## config.mk

```make
export PLATFORM = sky130hd
export DESIGN_NAME = sync_crc16_frame_receiver_top
export DESIGN_NICKNAME = d
export VERILOG_FILES = /design/src/hw/rtl/scfr_pkg.sv /design/src/hw/rtl/scfr_crc.sv /design/src/hw/rtl/scfr_store.sv /design/src/hw/rtl/sync_crc16_frame_receiver_top.sv
export VERILOG_INCLUDE_DIRS = /design/src /design/src/hw/rtl
export SDC_FILE = /design/constraint.sdc
export NUM_CORES = 1
export LEC_CHECK = 0
export ABC_AREA = 1
export BUFFER_PORTS_ARGS = -buffer_cell sky130_fd_sc_hd__clkbuf_2
export CORE_ASPECT_RATIO = 1.5
export CORE_UTILIZATION = 60
export DETAILED_ROUTE_END_ITERATION = 12
export GPL_ROUTABILITY_DRIVEN = 0
export PLACE_DENSITY_LB_ADDON = 0.08
export SLEW_MARGIN = 20
export SYNTH_ARGS = -nofsm -noshare
export SYNTH_HDL_FRONTEND = slang
export SYNTH_SLANG_ARGS = --single-unit
```

## constraint.sdc

```tcl
create_clock -name clk_i -period 3.4 [get_ports clk_i]
set_input_delay 0.17 -clock clk_i [delete_from_list [all_inputs] [get_ports clk_i]]
set_output_delay 0.17 -clock clk_i [all_outputs]
set_load 0.01 [all_outputs]
```

## src/hw/rtl/sync_crc16_frame_receiver_top_assert.svh

```systemverilog
// ----------------------------------------------------------------------------
// sync crc16 frame receiver assertion macros
// concurrent assertion wrappers shared by the receiver rtl, compiled out by
// ASSERT_OFF
// ----------------------------------------------------------------------------
`ifndef SYNC_CRC16_FRAME_RECEIVER_TOP_ASSERT_SVH
`define SYNC_CRC16_FRAME_RECEIVER_TOP_ASSERT_SVH

`ifndef ASSERT_OFF
`define SCFR_ASSERT_ALWAYS(lbl, clk, rstn, expr, msg) \
  lbl: assert property (@(posedge clk) disable iff (!rstn) (expr)) else $error(msg);
`define SCFR_ASSERT_PROP(lbl, clk, rstn, prop, msg) \
  lbl: assert property (@(posedge clk) disable iff (!rstn) prop) else $error(msg);
`else
`define SCFR_ASSERT_ALWAYS(lbl, clk, rstn, expr, msg)
`define SCFR_ASSERT_PROP(lbl, clk, rstn, prop, msg)
`endif

`endif

```

## src/hw/rtl/scfr_pkg.sv

```systemverilog
// ----------------------------------------------------------------------------
// scfr_pkg
// types, constants and crc step function of the sync crc16 frame receiver
// ----------------------------------------------------------------------------
package scfr_pkg;

  localparam int unsigned DEF_FRAME_BYTES = 24;
  localparam int unsigned HDR_BYTES       = 2;
  localparam int unsigned TRAILER_BYTES   = 2;
  localparam int unsigned BITS_PER_BYTE   = 8;
  localparam int unsigned IDX_W           = 6;

  localparam logic [15:0] CRC_INIT = 16'hFFFF;
  localparam logic [15:0] CRC_POLY = 16'h1021;
  localparam logic [15:0] CRC_TOP  = 16'h8000;

  localparam logic [7:0] FIRST_SYNC_RST  = 8'hAA;
  localparam logic [7:0] SECOND_SYNC_RST = 8'h55;

  localparam int unsigned REG_IDX_W = 1;

  typedef enum logic [REG_IDX_W-1:0] {
    REG_FIRST_SYNC  = 1'b0,
    REG_SECOND_SYNC = 1'b1
  } reg_idx_e;

  typedef enum logic [1:0] {
    PH_HUNT1   = 2'd0,
    PH_HUNT2   = 2'd1,
    PH_COLLECT = 2'd2
  } phase_e;

  typedef enum logic [1:0] {
    ST_IDLE    = 2'd0,
    ST_EMIT_RD = 2'd1,
    ST_EMIT_WR = 2'd2,
    ST_ERR     = 2'd3
  } state_e;

  typedef struct packed {
    logic [7:0] rx_byte;
    logic       resync;
  } in_beat_t;

  typedef struct packed {
    logic [7:0]       payload_byte;
    logic [IDX_W-1:0] byte_index;
    logic             last_of_frame;
    logic             frame_status;
  } out_beat_t;

  function automatic logic [15:0] crc_step(input logic [15:0] c);
    logic [15:0] sh;
    sh = {c[14:0], 1'b0};
    if ((c & CRC_TOP) != 16'h0000) begin
      crc_step = sh ^ CRC_POLY;
    end else begin
      crc_step = sh;
    end
  endfunction

endpackage

```

## src/hw/rtl/scfr_crc.sv

```systemverilog
// ----------------------------------------------------------------------------
// scfr_crc
// bit-serial crc-16 unit, one polynomial step per cycle, holds running crc
// ----------------------------------------------------------------------------
`include "sync_crc16_frame_receiver_top_assert.svh"

module scfr_crc import scfr_pkg::*; (
  input  logic        clk_i,
  input  logic        rst_ni,
  input  logic        init_i,
  input  logic        start_i,
  input  logic [7:0]  data_i,
  output logic        busy_o,
  output logic [15:0] crc_o
);

  localparam int unsigned CNT_W = $clog2(BITS_PER_BYTE);

  logic [15:0]      crc_q, crc_d;
  logic [CNT_W-1:0] cnt_q, cnt_d;

  assign busy_o = (cnt_q != '0);
  assign crc_o  = crc_q;

  always_comb begin
    crc_d = crc_q;
    cnt_d = cnt_q;
    if (init_i) begin
      crc_d = CRC_INIT;
      cnt_d = '0;
    end else if (start_i) begin
      // first step folds the byte in
      crc_d = crc_step(crc_q ^ {data_i, 8'h00});
      cnt_d = CNT_W'(BITS_PER_BYTE - 1);
    end else if (busy_o) begin
      crc_d = crc_step(crc_q);
      cnt_d = cnt_q - CNT_W'(1);
    end
  end

  always_ff @(posedge clk_i or negedge rst_ni) begin
    if (!rst_ni) begin
      crc_q <= CRC_INIT;
      cnt_q <= '0;
    end else begin
      crc_q <= crc_d;
      cnt_q <= cnt_d;
    end
  end

  `SCFR_ASSERT_PROP(a_start_idle, clk_i, rst_ni, start_i |-> !busy_o, "crc start while busy")
  `SCFR_ASSERT_PROP(a_init_idle, clk_i, rst_ni, init_i |-> !busy_o, "crc init while busy")

endmodule

```

## src/hw/rtl/scfr_store.sv

```systemverilog
// ----------------------------------------------------------------------------
// scfr_store
// frame byte memory, one write and one registered read port
// ----------------------------------------------------------------------------
module scfr_store import scfr_pkg::*; #(
  parameter int unsigned DEPTH = DEF_FRAME_BYTES
) (
  input  logic                     clk_i,
  input  logic                     we_i,
  input  logic [$clog2(DEPTH)-1:0] waddr_i,
  input  logic [7:0]               wdata_i,
  input  logic [$clog2(DEPTH)-1:0] raddr_i,
  output logic [7:0]               rdata_o
);

  logic [7:0] mem_q [DEPTH];
  logic [7:0] rdata_q;

  always_ff @(posedge clk_i) begin
    if (we_i) begin
      mem_q[waddr_i] <= wdata_i;
    end
  end

  always_ff @(posedge clk_i) begin
    rdata_q <= mem_q[raddr_i];
  end

  assign rdata_o = rdata_q;

endmodule

```

## src/hw/rtl/sync_crc16_frame_receiver_top.sv

```systemverilog
// ----------------------------------------------------------------------------
// sync_crc16_frame_receiver_top
// sync hunting deframer with crc-16/ccitt-false check and payload readout
// ----------------------------------------------------------------------------
// usage:
//   input channel in_valid_i / in_stall_o carries one received byte per beat
//   plus a resync flag that drops any partial frame before the byte is used.
//   output channel out_valid_o / out_stall_i carries payload bytes of a frame
//   whose crc matched, last one marked, or a single error beat on mismatch.
//   config port writes the two sync bytes by index; the user writes them
//   only while idle, the block does not enforce this.
// input stall: a byte that runs through the crc holds the input while the
//   bit-serial crc unit does one polynomial step per cycle; others do not.
// readout: after the last frame byte is taken, each payload beat is a store
//   read (ST_EMIT_RD) then an output load (ST_EMIT_WR).
//   the input stays stalled while a frame is read out.
// reset: sync bytes return to 0xaa / 0x55, hunting restarts, crc is 0xffff.
//   the frame memory is not cleared.
// output stall: the output register holds its beat and readout pauses.
// ----------------------------------------------------------------------------
`include "sync_crc16_frame_receiver_top_assert.svh"

module sync_crc16_frame_receiver_top import scfr_pkg::*; #(
  parameter int unsigned FRAME_BYTES = DEF_FRAME_BYTES
) (
  input  logic                 clk_i,
  input  logic                 rst_ni,
  input  logic                 in_valid_i,
  output logic                 in_stall_o,
  input  in_beat_t             in_data_i,
  output logic                 out_valid_o,
  input  logic                 out_stall_i,
  output out_beat_t            out_data_o,
  input  logic                 cfg_we_i,
  input  logic [REG_IDX_W-1:0] cfg_idx_i,
  input  logic [7:0]           cfg_wdata_i
);

  localparam int unsigned CNT_W  = $clog2(FRAME_BYTES + 1);
  localparam int unsigned ADDR_W = $clog2(FRAME_BYTES);
  localparam logic [CNT_W-1:0] LAST_CNT = CNT_W'(FRAME_BYTES - 1);
  localparam logic [CNT_W-1:0] LO_CNT   = CNT_W'(FRAME_BYTES - TRAILER_BYTES);
  localparam logic [CNT_W-1:0] HDR_CNT  = CNT_W'(HDR_BYTES);
  localparam logic [IDX_W-1:0] LAST_IDX =
    IDX_W'(FRAME_BYTES - HDR_BYTES - TRAILER_BYTES - 1);

  state_e           state_q, state_d;
  phase_e           phase_q, phase_d, eff_phase;
  logic [CNT_W-1:0] count_q, count_d;
  logic [7:0]       crc_lo_q, crc_lo_d;
  logic [IDX_W-1:0] idx_q, idx_d;
  logic [7:0]       first_q, second_q;
  logic             out_valid_q, out_valid_d;
  out_beat_t        out_data_q, out_data_d;

  logic        in_accept, slot_free;
  logic        crc_init, crc_start, crc_busy;
  logic [15:0] crc_val;
  logic        st_we;
  logic [7:0]  rd_data;
  logic [ADDR_W-1:0] rd_addr;
  logic        frame_done, frame_good;
  logic        out_load;
  logic [7:0]  rx;

  assign rx         = in_data_i.rx_byte;
  assign in_stall_o = (state_q != ST_IDLE) || crc_busy;
  assign in_accept  = in_valid_i && !in_stall_o;
  assign slot_free  = !out_valid_q || !out_stall_i;
  assign eff_phase  = in_data_i.resync ? PH_HUNT1 : phase_q;
  assign rd_addr    = ADDR_W'(idx_q) + ADDR_W'(HDR_BYTES);

  scfr_crc u_crc (
    .clk_i   (clk_i),
    .rst_ni  (rst_ni),
    .init_i  (crc_init),
    .start_i (crc_start),
    .data_i  (rx),
    .busy_o  (crc_busy),
    .crc_o   (crc_val)
  );

  scfr_store #(
    .DEPTH (FRAME_BYTES)
  ) u_store (
    .clk_i   (clk_i),
    .we_i    (st_we),
    .waddr_i (count_q[ADDR_W-1:0]),
    .wdata_i (rx),
    .raddr_i (rd_addr),
    .rdata_o (rd_data)
  );

  // sync hunt and frame collection
  always_comb begin
    phase_d    = phase_q;
    count_d    = count_q;
    crc_lo_d   = crc_lo_q;
    crc_init   = 1'b0;
    crc_start  = 1'b0;
    st_we      = 1'b0;
    frame_done = 1'b0;
    frame_good = 1'b0;
    if (in_accept) begin
      case (eff_phase)
        PH_HUNT2: begin
          if (rx == second_q) begin
            phase_d  = PH_COLLECT;
            count_d  = HDR_CNT;
            crc_init = 1'b1;
          end else if (rx != first_q) begin
            phase_d  = PH_HUNT1;
            count_d  = '0;
            crc_init = 1'b1;
          end
        end
        PH_COLLECT: begin
          st_we = 1'b1;
          if (count_q < LO_CNT) begin
            crc_start = 1'b1;
          end
          if (count_q == LO_CNT) begin
            crc_lo_d = rx;
          end
          if (count_q == LAST_CNT) begin
            frame_done = 1'b1;
            frame_good = ({rx, crc_lo_q} == crc_val);
            phase_d    = PH_HUNT1;
            count_d    = '0;
            crc_init   = 1'b1;
          end else begin
            count_d = count_q + CNT_W'(1);
          end
        end
        default: begin
          crc_init = 1'b1;
          if (rx == first_q) begin
            phase_d = PH_HUNT2;
            count_d = CNT_W'(1);
          end else begin
            phase_d = PH_HUNT1;
            count_d = '0;
          end
        end
      endcase
    end
  end

  // readout sequencer, next state
  always_comb begin
    state_d = state_q;
    case (state_q)
      ST_IDLE: begin
        if (frame_done) begin
          state_d = frame_good ? ST_EMIT_RD : ST_ERR;
        end
      end
      ST_EMIT_RD: begin
        state_d = ST_EMIT_WR;
      end
      ST_EMIT_WR: begin
        if (slot_free) begin
          state_d = (idx_q == LAST_IDX) ? ST_IDLE : ST_EMIT_RD;
        end
      end
      ST_ERR: begin
        if (slot_free) begin
          state_d = ST_IDLE;
        end
      end
      default: begin
        state_d = ST_IDLE;
      end
    endcase
  end

  // readout sequencer, outputs
  always_comb begin
    out_load   = 1'b0;
    out_data_d = out_data_q;
    idx_d      = idx_q;
    case (state_q)
      ST_IDLE: begin
        if (frame_done) begin
          idx_d = '0;
        end
      end
      ST_EMIT_WR: begin
        if (slot_free) begin
          out_load                 = 1'b1;
          out_data_d.payload_byte  = rd_data;
          out_data_d.byte_index    = idx_q;
          out_data_d.last_of_frame = (idx_q == LAST_IDX);
          out_data_d.frame_status  = 1'b0;
          idx_d                    = idx_q + IDX_W'(1);
        end
      end
      ST_ERR: begin
        if (slot_free) begin
          out_load                 = 1'b1;
          out_data_d.payload_byte  = 8'h00;
          out_data_d.byte_index    = '0;
          out_data_d.last_of_frame = 1'b1;
          out_data_d.frame_status  = 1'b1;
        end
      end
      default: begin
        out_load = 1'b0;
      end
    endcase
    out_valid_d = out_load || (out_valid_q && out_stall_i);
  end

  always_ff @(posedge clk_i or negedge rst_ni) begin
    if (!rst_ni) begin
      state_q     <= ST_IDLE;
      phase_q     <= PH_HUNT1;
      count_q     <= '0;
      idx_q       <= '0;
      out_valid_q <= 1'b0;
      first_q     <= FIRST_SYNC_RST;
      second_q    <= SECOND_SYNC_RST;
    end else begin
      state_q     <= state_d;
      phase_q     <= phase_d;
      count_q     <= count_d;
      idx_q       <= idx_d;
      out_valid_q <= out_valid_d;
      if (cfg_we_i) begin
        case (cfg_idx_i)
          REG_FIRST_SYNC:  first_q  <= cfg_wdata_i;
          REG_SECOND_SYNC: second_q <= cfg_wdata_i;
          default: ;
        endcase
      end
    end
  end

  always_ff @(posedge clk_i) begin
    crc_lo_q <= crc_lo_d;
    if (out_load) begin
      out_data_q <= out_data_d;
    end
  end

  assign out_valid_o = out_valid_q;
  assign out_data_o  = out_data_q;

  `SCFR_ASSERT_ALWAYS(a_count_range, clk_i, rst_ni, count_q <= LAST_CNT, "byte count past frame")
  `SCFR_ASSERT_PROP(a_readout_crc_idle, clk_i, rst_ni, (state_q != ST_IDLE) |-> !crc_busy, "crc busy during readout")
  `SCFR_ASSERT_PROP(a_err_beat, clk_i, rst_ni, (state_q == ST_ERR && slot_free) |=> (out_valid_q && out_data_q.frame_status), "error beat not loaded")

endmodule

```

==> flow_metrics.tcl, run 1 <==
set metrics [dict create \
    synth_nets 1101 \
    die_h_um 173.5 \
    rsz0062_at_grt "no" \
    cts_buffers 26 \
    hold_viol 0 \
    tightestPinTransition_ns 0.9506 \
    slowest_stage "nor2_1" \
    synth_top_area_cell "edfxtp_1" \
    fin_crit_ns 2.506 \
    start_kind "flop" \
    dp_worst_setup_slack_ns 0.9506 \
    power_leakage_uw 0.005001 \
    nNetsFinal 1150 \
    areaGrowthSynthToFinish_pct 12.40 \
    io_buffers 40 \
    num_rows 62 \
    grtUsageTotal_pct 28.52 \
    drtPass1Iterations 5 \
    grt_pass1_vias 7922 \
    ff2ff_path_depth 8 \
    postSynth.asyncResetShare_pct 18.55 \
    yosysSeqAreaShare_pct 67.56 \
    setup_viol 0 \
    max_stage_delay_ns 0.68 \
    start_util_pct 61.43 \
    cts.path.max_buffers 3 \
    drc 0 \
    utilization_pct 69.05 \
    worstSetupStartpoint "u_crc.cnt_q[0]" \
    vias_per_cell 5.691 \
    synth_area_um2 11770 \
    critical_path_class "reg -> reg" \
    slew_viol_final 0 \
    ios 41 \
    die_x_um 116.4 \
    worst_ep_arrival_time_ns 2.66 \
    status "complete, no violations" \
    synth_flop_cell "edfxtp_1" \
    power.density_nw_per_um2 821.7 \
    htreeDepth 1 \
    drive_gt1_share_pct 13.19 \
    end_kind "flop" \
    maxCapViolCount 0 \
    finClkSkew_ns 0.01531 \
    path_buf_inv 2 \
    critPathMaxFanout 8 \
    die_area_um2 20190 \
    hold_ws_ns 0.1131 \
    coreArea_um2 19160 \
    dpl.hpwl_um 17440 \
    tns_ns 0 \
    vias 7927 \
    antenna_found_initial 0 \
    drt_wl_total_um 27190 \
    drt_iter0_drc 776 \
    grt_overflow_total 0 \
    fmax_mhz 399.0 \
    synth_cells 1068 \
    final_cell_area_um2 13230 \
    ir_worst_vdd_uv 630.6 \
    path_clk_slew_ns 0.07 \
    grt_pass1_wl_um 42570 \
    n_antenna_cell 0 \
    hold_path.class "in -> async" \
    crit_family "simple AND/OR/NAND/NOR gates" \
    r2r-start "u_crc.cnt_q[0]" \
    avgSynthCellArea_um2 11.02 \
    cts_resized 0 \
    cp_num_cells 8 \
    reg2reg_to "u_store.mem_q[1][4]" \
    crit_required_ns 3.55 \
    slew_headroom_pct 36.54 \
    grt_start_max_net_pins 99 \
    endpoint "u_store.mem_q[1][4]" \
    ys_seq_elements 275 \
    synth_edf_count 216 \
    ys_warn_count 0 \
    postRouteAntennaNets 0 \
    layout_common_cells "edfxtp_1 (216), nor2_1 (195), o21ai_0 (151), nand2_1 (150), inv_1 (79)" \
    setup_slack_ns 0.8937 \
    finalCritPeriodShare_pct 73.71 \
    synth_area_leaders "edfxtp_1 (55%), o21ai_0 (6.4%), nor2_1 (6.2%), dfrtp_1 (5.7%), dfstp_2 (5.4%)" \
    post_drt_wl_per_cell_um 19.52 \
    regToRegSetupSlack_ns 0.89 \
    synth.lib_cells_used.distinct 34 \
    post_cts_buffers 0 \
    layout_commonest_cell "edfxtp_1" \
    tritoncts "done" \
    clock_latency_ns 0.53 \
    synth_top_area_share_pct 55.10 \
    crit_chain "inv_1 > ha_1 > inv_1 > nor2_1 > nand3_2 > nor2_4 > nand2_1 > nor2_1" \
    dpl-instance-area_um2 12210 \
    root_buffer "clkbuf_16" \
    cts.sinks 275 \
]
[worst register-to-register path: cells and delay by family (launching register included)]
family	cells	cell delay, ns
simple gates	5	1.48
flops	1	0.37
fa+ha+maj	1	0.15
buf+inv	2	0.12
[state kept, by name, indices dropped and copies added (netlist names), 5 cells and up]
name             cells
count_q              5
crc_lo_q             8
first_q              8
idx_q                6
out_data_o          16
second_q             8
u_crc.crc_o         16
u_store.mem_q      192
u_store.rdata_o      8
[how the worst min path moves through the flow]
stage            startpoint                   end  slack (ns)  depth (start not counted)
2_1_floorplan        rst_ni            count_q[0]       -0.13                          0
3_3_place_gp         rst_ni           second_q[1]        0.12                          1
3_5_place_dp         rst_ni           second_q[1]        0.12                          1
4_1_cts        in_data_i[5]  u_store.mem_q[14][4]        0.10                          1
5_1_grt        in_data_i[5]  u_store.mem_q[14][4]        0.12                          1
6_report             rst_ni              idx_q[4]        0.11                          2
[cell families (layout without fill, tap and decap cells)]
kind of cell	Yosys count	after routing	synth area share [%]
compound gates	220	220	10.47
fa+ha+maj	10	10	1.063
xor+xnor	27	27	2.009
buf+inv	128	197	4.411
simple gates	408	408	14.49
flops	275	275	67.56
[per-layer routing]
metal  wire length, um  GRT usage (%)  vias up
li1                  -              -     3771
met1             10520          36.40     3774
met2             13900          48.64      317
met3              1719          3.951       65
met4              1053          11.38        0
met5                 0              0        -
[area by class of cell]
type                    count  area, um2
clock inverters            19      226.5
inverters                  83      311.5
multi-input cells         665       3299
fillers                  1424       5929
clock buffers              29      683.2
well taps                 256      320.3
flip-flops and latches    275       7955
repair buffers             66      435.4
[through the flow]
step / total power [uW] / instances
6_report: 10870 / 1393
5_1_grt: 11460 / 1393
4_1_cts: 10890 / 1393
3_5_place_dp: 7829 / 1334
3_3_place_gp: 7792 / 1334
2_1_floorplan: 6791 / 1068
[what timing repair did]
item | in CTS | in global routing
hold endpoints to repair | 30 | 0
hold buffers | 11 | 0
setup endpoints to repair | 0 | 0
[synthesized netlist by cell type, types with 4 or more instances]
cell and count:
dfstp_2 24, ha_1 10, edfxtp_1 216, clkbuf_1 23, a21oi_1 12, nand4_1 4, xnor2_1 13, nand2_4 5
inv_2 4, nand2_1 150, nand2_2 4, buf_2 19, dfxtp_1 8, dfrtp_1 27, o211ai_1 26, inv_1 79
o22ai_1 15, nor2_1 195, xor2_1 14, o21ai_0 151, nand3_2 5, nor3_1 6, nand3_1 30, o221ai_1 10
[where the power goes]
group          total [uW]  switching (uW)  leakage, uW  internal, uW
Sequential           4330             241      0.00261          4090
Combinational        3480            2360      0.00196          1120
Clock                3060            1230     0.000437          1830
Total               10900            3830      0.00500          7040
(Power assumes the default switching activity.)
==> inputs of run 2 (changes only) <==
==> constraint.sdc (replaced) <==
create_clock -name clk_i -period 2.5 [get_ports clk_i]
set_input_delay 0.125 -clock clk_i [delete_from_list [all_inputs] [get_ports clk_i]]
set_output_delay 0.125 -clock clk_i [all_outputs]
set_load 0.01 [all_outputs]
==> run 2 against run 1 <==
Against the previous run: count of clock-buffer cells in the layout is 2 higher; worst hold slack lost 0.056 ns; non-clock buffer count grew 30; first-iteration DRC count fell by 0.90%; cell count rose by 2.2%; clock skew fell by 0.0023 ns; fmax up 19%; power increased by 36%; core utilization rose by 1.2 points; combinational power increased by 41%.
==> flow_metrics.tcl, run 2 (synthesis results as in run 1) <==
set metrics [dict create \
    grt_pass1_wl_um 42000 \
    areaGrowthSynthToFinish_pct 14.34 \
    n_antenna_cell 0 \
    finalCritPeriodShare_pct 84.27 \
    highest_layer "met4" \
    drc 0 \
    grtUsageTotal_pct 28.17 \
    post_drt_wl_per_cell_um 19.08 \
    largest_reg_flops 192 \
    root_buffer "clkbuf_16" \
    grt_pass1_vias 7879 \
    setup_viol 0 \
    slowest_stage "dfrtp_1" \
    antenna_found_initial 0 \
    drt-met1-wl_um 10350 \
    nNetsFinal 1180 \
    ir_worst_vdd_uv 857.4 \
    power_leakage_uw 0.005152 \
    cts.sinks 275 \
    die_h_um 173.5 \
    power.density_nw_per_um2 1101 \
    clock_latency_ns 0.53 \
    slew_headroom_pct 57.95 \
    drt_iter0_drc 769 \
    maxCapViolCount 0 \
    drive_gt1_share_pct 14.91 \
    drtPass1Iterations 5 \
    hold_path.class "in -> reg" \
    start_kind "flop" \
    crit_family "simple AND/OR/NAND/NOR gates" \
    critPathMaxFanout 8 \
    vias 8028 \
    start_util_pct 61.43 \
    htreeDepth 1 \
    tightestPinTransition_ns 0.6301 \
    grt_overflow_total 0 \
    drt_wl_total_um 27150 \
    cts_buffers 26 \
    dpl.hpwl_um 17760 \
    fmax_mhz 474.6 \
    die_area_um2 20190 \
    post_cts_buffers 0 \
    crit_required_ns 2.74 \
    rsz0062_at_grt "no" \
    path_clk_slew_ns 0.07 \
    final_cell_area_um2 13460 \
    ios 41 \
    routed-wl-met3_um 1284 \
    coreArea_um2 19160 \
    dpl-instance-area_um2 12470 \
    io_buffers 40 \
    fin_crit_ns 2.107 \
    hold_viol 0 \
    crit_chain "inv_1 > ha_1 > inv_1 > nor2_1 > nand3_2 > nor2_4 > nand2_1 > nor2_1 > buf_4" \
    slew_viol_final 0 \
    vias_per_cell 5.642 \
    critical_path_class "reg -> reg" \
    worst_ep_arrival_time_ns 2.35 \
    tns_ns 0 \
    path_buf_inv 3 \
    num_rows 62 \
    die_x_um 116.4 \
    max_stage_delay_ns 0.38 \
    layout_common_cells "edfxtp_1 (216), nor2_1 (195), o21ai_0 (151), nand2_1 (150), inv_1 (79)" \
    cts.path.max_buffers 3 \
    route.met2.wl_um 14110 \
    tritoncts "done" \
    postRouteAntennaNets 0 \
    layout_commonest_cell "edfxtp_1" \
    fillerInstances 1464 \
    regMostFlops "u_store.mem_q" \
    grt_start_max_net_pins 77 \
    end_kind "flop" \
    status "complete, no violations" \
    finClkSkew_ns 0.01299 \
]
-- run 2: layout make-up --
class	count	area [um2]	share of cell area (%)
clock buffers	31	690.7	5.132
clock inverters	17	183.9	1.367
inverters	83	311.5	2.315
multi-input cells	665	3299	24.51
flip-flops and latches	275	7955	59.11
well taps	256	320.3	2.380
repair buffers	96	698.2	5.187
-- run 2: path summary, 6_finish.rpt --
path,from,slack [ns],depth (start not counted),endpoint
max,u_crc.cnt_q[0],0.39,9,u_store.mem_q[2][3]
min,in_data_i[2],0.06,1,u_store.mem_q[2][1]
max reg2reg,u_crc.cnt_q[0],0.39,9,u_store.mem_q[2][3]
min reg2reg,phase_q[1],0.48,2,phase_q[1]
max in group asynchronous,rst_ni,1.58,3,u_crc.crc_o[4]
min in group asynchronous,rst_ni,0.15,2,first_q[0]
-- run 2: timing repair --
item | in CTS | in global routing
endpoints found under the hold margin | 38 | 0
resized for setup | 0 | 0
hold buffers | 11 | 0
-- run 2: per-stage QoR --
step / hold slack (ns) / worst slack, ns / instances / power (uW) / utilization (%)
finish: 0.05714 / 0.3932 / 1423 / 14820 / 70.24
global route: 0.05297 / 0.2103 / 1423 / 15590 / 70.24
CTS: 0.04436 / 0.3637 / 1423 / 14860 / 70.24
detailed placement: 0.1741 / 0.3685 / 1364 / 10840 / 65.10
global placement: 0.1648 / 0.4332 / 1364 / 10770 / 65.10
floorplan: -0.1706 / 0.4617 / 1068 / 9236 / -
-- run 2: metal layers --
| layer | up-vias | track usage (%) |
|---|---|---|
| li1 | 3831 | - |
| met2 | 304 | 49.06 |
| met5 | - | 0 |
| met1 | 3830 | 34.12 |
| met3 | 63 | 2.797 |
| met4 | 0 | 14.58 |
-- run 2: where the power goes --
part	leakage [uW]	switching, uW	internal (uW)
Sequential	0.00261	300	5570
Combinational	0.00213	3290	1630
Clock	0.000415	1650	2380
Total	0.00515	5240	9570
==> inputs of run 3 (changes only) <==
--- a/config.mk
+++ b/config.mk
@@ -6,7 +6,7 @@
 export SDC_FILE = /design/constraint.sdc
 export NUM_CORES = 1
 export LEC_CHECK = 0
-export ABC_AREA = 1
+export ABC_AREA = 0
 export BUFFER_PORTS_ARGS = -buffer_cell sky130_fd_sc_hd__clkbuf_2
 export CORE_ASPECT_RATIO = 1.5
 export CORE_UTILIZATION = 60
==> constraint.sdc (replaced) <==
create_clock -name clk_i -period 2 [get_ports clk_i]
set_input_delay 0.1 -clock clk_i [delete_from_list [all_inputs] [get_ports clk_i]]
set_output_delay 0.1 -clock clk_i [all_outputs]
set_load 0.01 [all_outputs]
==> run 3 against run 2 <==
Against the previous run: worst setup slack worse by 0.38 ns; flip-flop and latch count unchanged; critical endpoint is now u_store.mem_q[12][5]; largest power group unchanged; die area shrank 2.4%; area after synthesis down 2.4%; core utilization is 4.1 points higher.
==> flow_metrics.tcl, run 3 <==
set metrics [dict create \
    die_x_um 115.0 \
    synth.lib_cells_used.distinct 55 \
    max_stage_delay_ns 0.38 \
    synth_edf_count 216 \
    worst_ep_arrival_time_ns 2.17 \
    dpl.hpwl_um 17610 \
    status "complete, no violations" \
    areaGrowthSynthToFinish_pct 20.44 \
    synth_top_area_share_pct 56.46 \
    ir_worst_vdd_uv 912.2 \
    rsz0062_at_grt "yes" \
    crit_chain "inv_2 > ha_4 > nor4b_4 > buf_6 > inv_4 > nor2_4 > nand2_2 > buf_12 > nor2_4" \
    die_area_um2 19710 \
    die_h_um 171.5 \
    setup_viol 0 \
    avgSynthCellArea_um2 16.67 \
    coreArea_um2 18620 \
    synth_most_common_cell "edfxtp_1" \
    crit_required_ns 2.19 \
    largest_reg_flops 192 \
    tritoncts "done" \
    finalCritPeriodShare_pct 99.17 \
    synth_commonest_cells "edfxtp_1 (216), mux4_2 (48), nor2_1 (46)" \
    ys_seq_elements 275 \
    drtPass1Iterations 4 \
    htreeDepth 1 \
    synth_flop_cell "edfxtp_1" \
    fin_crit_ns 1.983 \
    drt_iter0_drc 413 \
    fillerInstances 1174 \
    grtUsageTotal_pct 27.77 \
    power_leakage_uw 0.004841 \
    critPathMaxFanout 8 \
    vias 6507 \
    regMostFlops "u_store.mem_q" \
    start_util_pct 61.68 \
    vias_per_cell 5.970 \
    hold_ws_ns 0.09417 \
    slowest_stage "dfrtp_1" \
    post_drt_wl_per_cell_um 23.88 \
    clock_latency_ns 0.52 \
    finalPower_uw 12950 \
    postRouteAntennaNets 0 \
    root_buffer "clkbuf_16" \
    grt_overflow_total 0 \
    tightestPinTransition_ns 0.6673 \
    synth_top_area_cell "edfxtp_1" \
    setup_slack_ns 0.01668 \
    slew_headroom_pct 55.51 \
    drt_wl_total_um 26020 \
    dp_worst_setup_slack_ns -0.2046 \
    fmax_mhz 504.2 \
    synth_nets 722 \
    seqCellArea_um2 7959 \
    end_kind "flop" \
    synth_cells 689 \
    nNetsFinal 853 \
    antenna_found_initial 2 \
    drc 0 \
    power.density_nw_per_um2 935.9 \
    maxCapViolCount 0 \
    io_buffers 40 \
    critical_path_class "reg -> reg" \
    num_rows 61 \
    layout_commonest_cell "edfxtp_1" \
    grt_pass1_vias 6830 \
    ios 41 \
    layout_common_cells "edfxtp_1 (216), buf_4 (58), mux4_2 (48), clkbuf_2 (40), nand2_1 (37)" \
    synth_area_leaders "edfxtp_1 (56%), mux4_2 (9.4%), dfrtp_1 (5.9%), dfstp_2 (5.5%), xor2_1 (2.4%)" \
    tns_ns 0 \
    cts.sinks 275 \
    start_kind "flop" \
    slew_viol_final 0 \
    hold_path.class "in -> reg" \
    hold_viol 0 \
    cpMostUsedCell "nor2_4" \
    yosysSeqAreaShare_pct 69.23 \
    grt_pass1_wl_um 39250 \
    synth_area_um2 11490 \
    drive_gt1_share_pct 37.04 \
    cts_buffers 25 \
    grt_start_max_net_pins 52 \
    postSynth.asyncResetShare_pct 18.55 \
    cts.path.max_buffers 3 \
    multi_input_area_um2 3686 \
    finClkSkew_ns 0.01961 \
    path_clk_slew_ns 0.06 \
    ys_warn_count 0 \
]
## run 3: cells by family (layout without fill, tap and decap cells)
kind of cell / Yosys count / in the layout / share of synthesized area (%)
and+or+nand+nor: 163 / 163 / 7.309
DFF: 275 / 275 / 69.23
other: 0 / 1 / 0
adders and majority gates: 10 / 10 / 1.089
buffers and inverters: 38 / 186 / 1.470
AOI/OAI and AO/OA: 70 / 70 / 4.346
xor gates and xnor gates: 43 / 43 / 3.278
muxes: 90 / 90 / 13.28
## run 3: per-stage QoR
step	cell area [um2]	utilization, %	cells
after detailed placement	12630	67.80	1013
after global placement	12630	67.80	1013
after global routing	13830	74.28	1089
after CTS	13620	73.13	1078
after floorplan	11700	-	689
final	13840	74.29	1090
## run 3: area by class of cell
| class | instances | share of cell area [%] |
|---|---|---|
| Sequential cell | 275 | 57.52 |
| Multi-Input combinational cell | 376 | 26.64 |
| Timing Repair Buffer | 131 | 7.877 |
| Clock buffer | 37 | 4.920 |
| Tap cell | 252 | 2.279 |
| Clock inverter | 7 | 0.4250 |
| Inverter | 11 | 0.3165 |
| Antenna cell | 1 | 0.01809 |
## run 3: critical path: cells and delay by family (launching register included)
family | cells | cell delay, ns
simple gates | 4 | 0.70
buf+inv | 4 | 0.44
flops | 1 | 0.38
fa+ha+maj | 1 | 0.13
## run 3: path summary, 6_finish.rpt
path,from,to,slack [ns],cells past startpoint
setup / recovery,u_crc.cnt_q[1],u_store.mem_q[12][5],0.02,9
max in group asynchronous,rst_ni,idx_q[0],1.26,3
setup reg to reg,u_crc.cnt_q[1],u_store.mem_q[12][5],0.02,9
hold reg to reg,u_crc.crc_o[7],u_crc.crc_o[8],0.50,2
hold / removal,in_data_i[3],u_store.mem_q[1][2],0.09,2
min in group asynchronous,rst_ni,u_crc.cnt_q[1],0.25,3
## run 3: what timing repair did
| item | in CTS | in global routing |
|---|---|---|
| gates resized for setup | 10 | 43 |
| setup buffers | 11 | 10 |
| endpoints found under the hold margin | 44 | 0 |
| hold buffers | 10 | 0 |
| setup endpoints to repair | 233 | 204 |
| cloned | 0 | 1 |
| pin swaps | 16 | 17 |
## run 3: power by group
| part | total, uW | switching, uW | leakage, uW | internal [uW] |
|---|---|---|---|---|
| logic | 1760 | 912 | 0.00186 | 846 |
| registers | 6810 | 261 | 0.00263 | 6550 |
| clock network | 4380 | 1910 | 0.000355 | 2470 |
| total | 12900 | 3080 | 0.00484 | 9870 |
## run 3: per-layer routing
layer | track usage [%] | up-vias | share of wire, %
li1 | - | 2908 | -
met1 | 31.86 | 3335 | 36
met2 | 50.00 | 192 | 54
met3 | 3.629 | 70 | 3.9
met4 | 15.30 | 2 | 5.5
met5 | 0 | - | 0.046
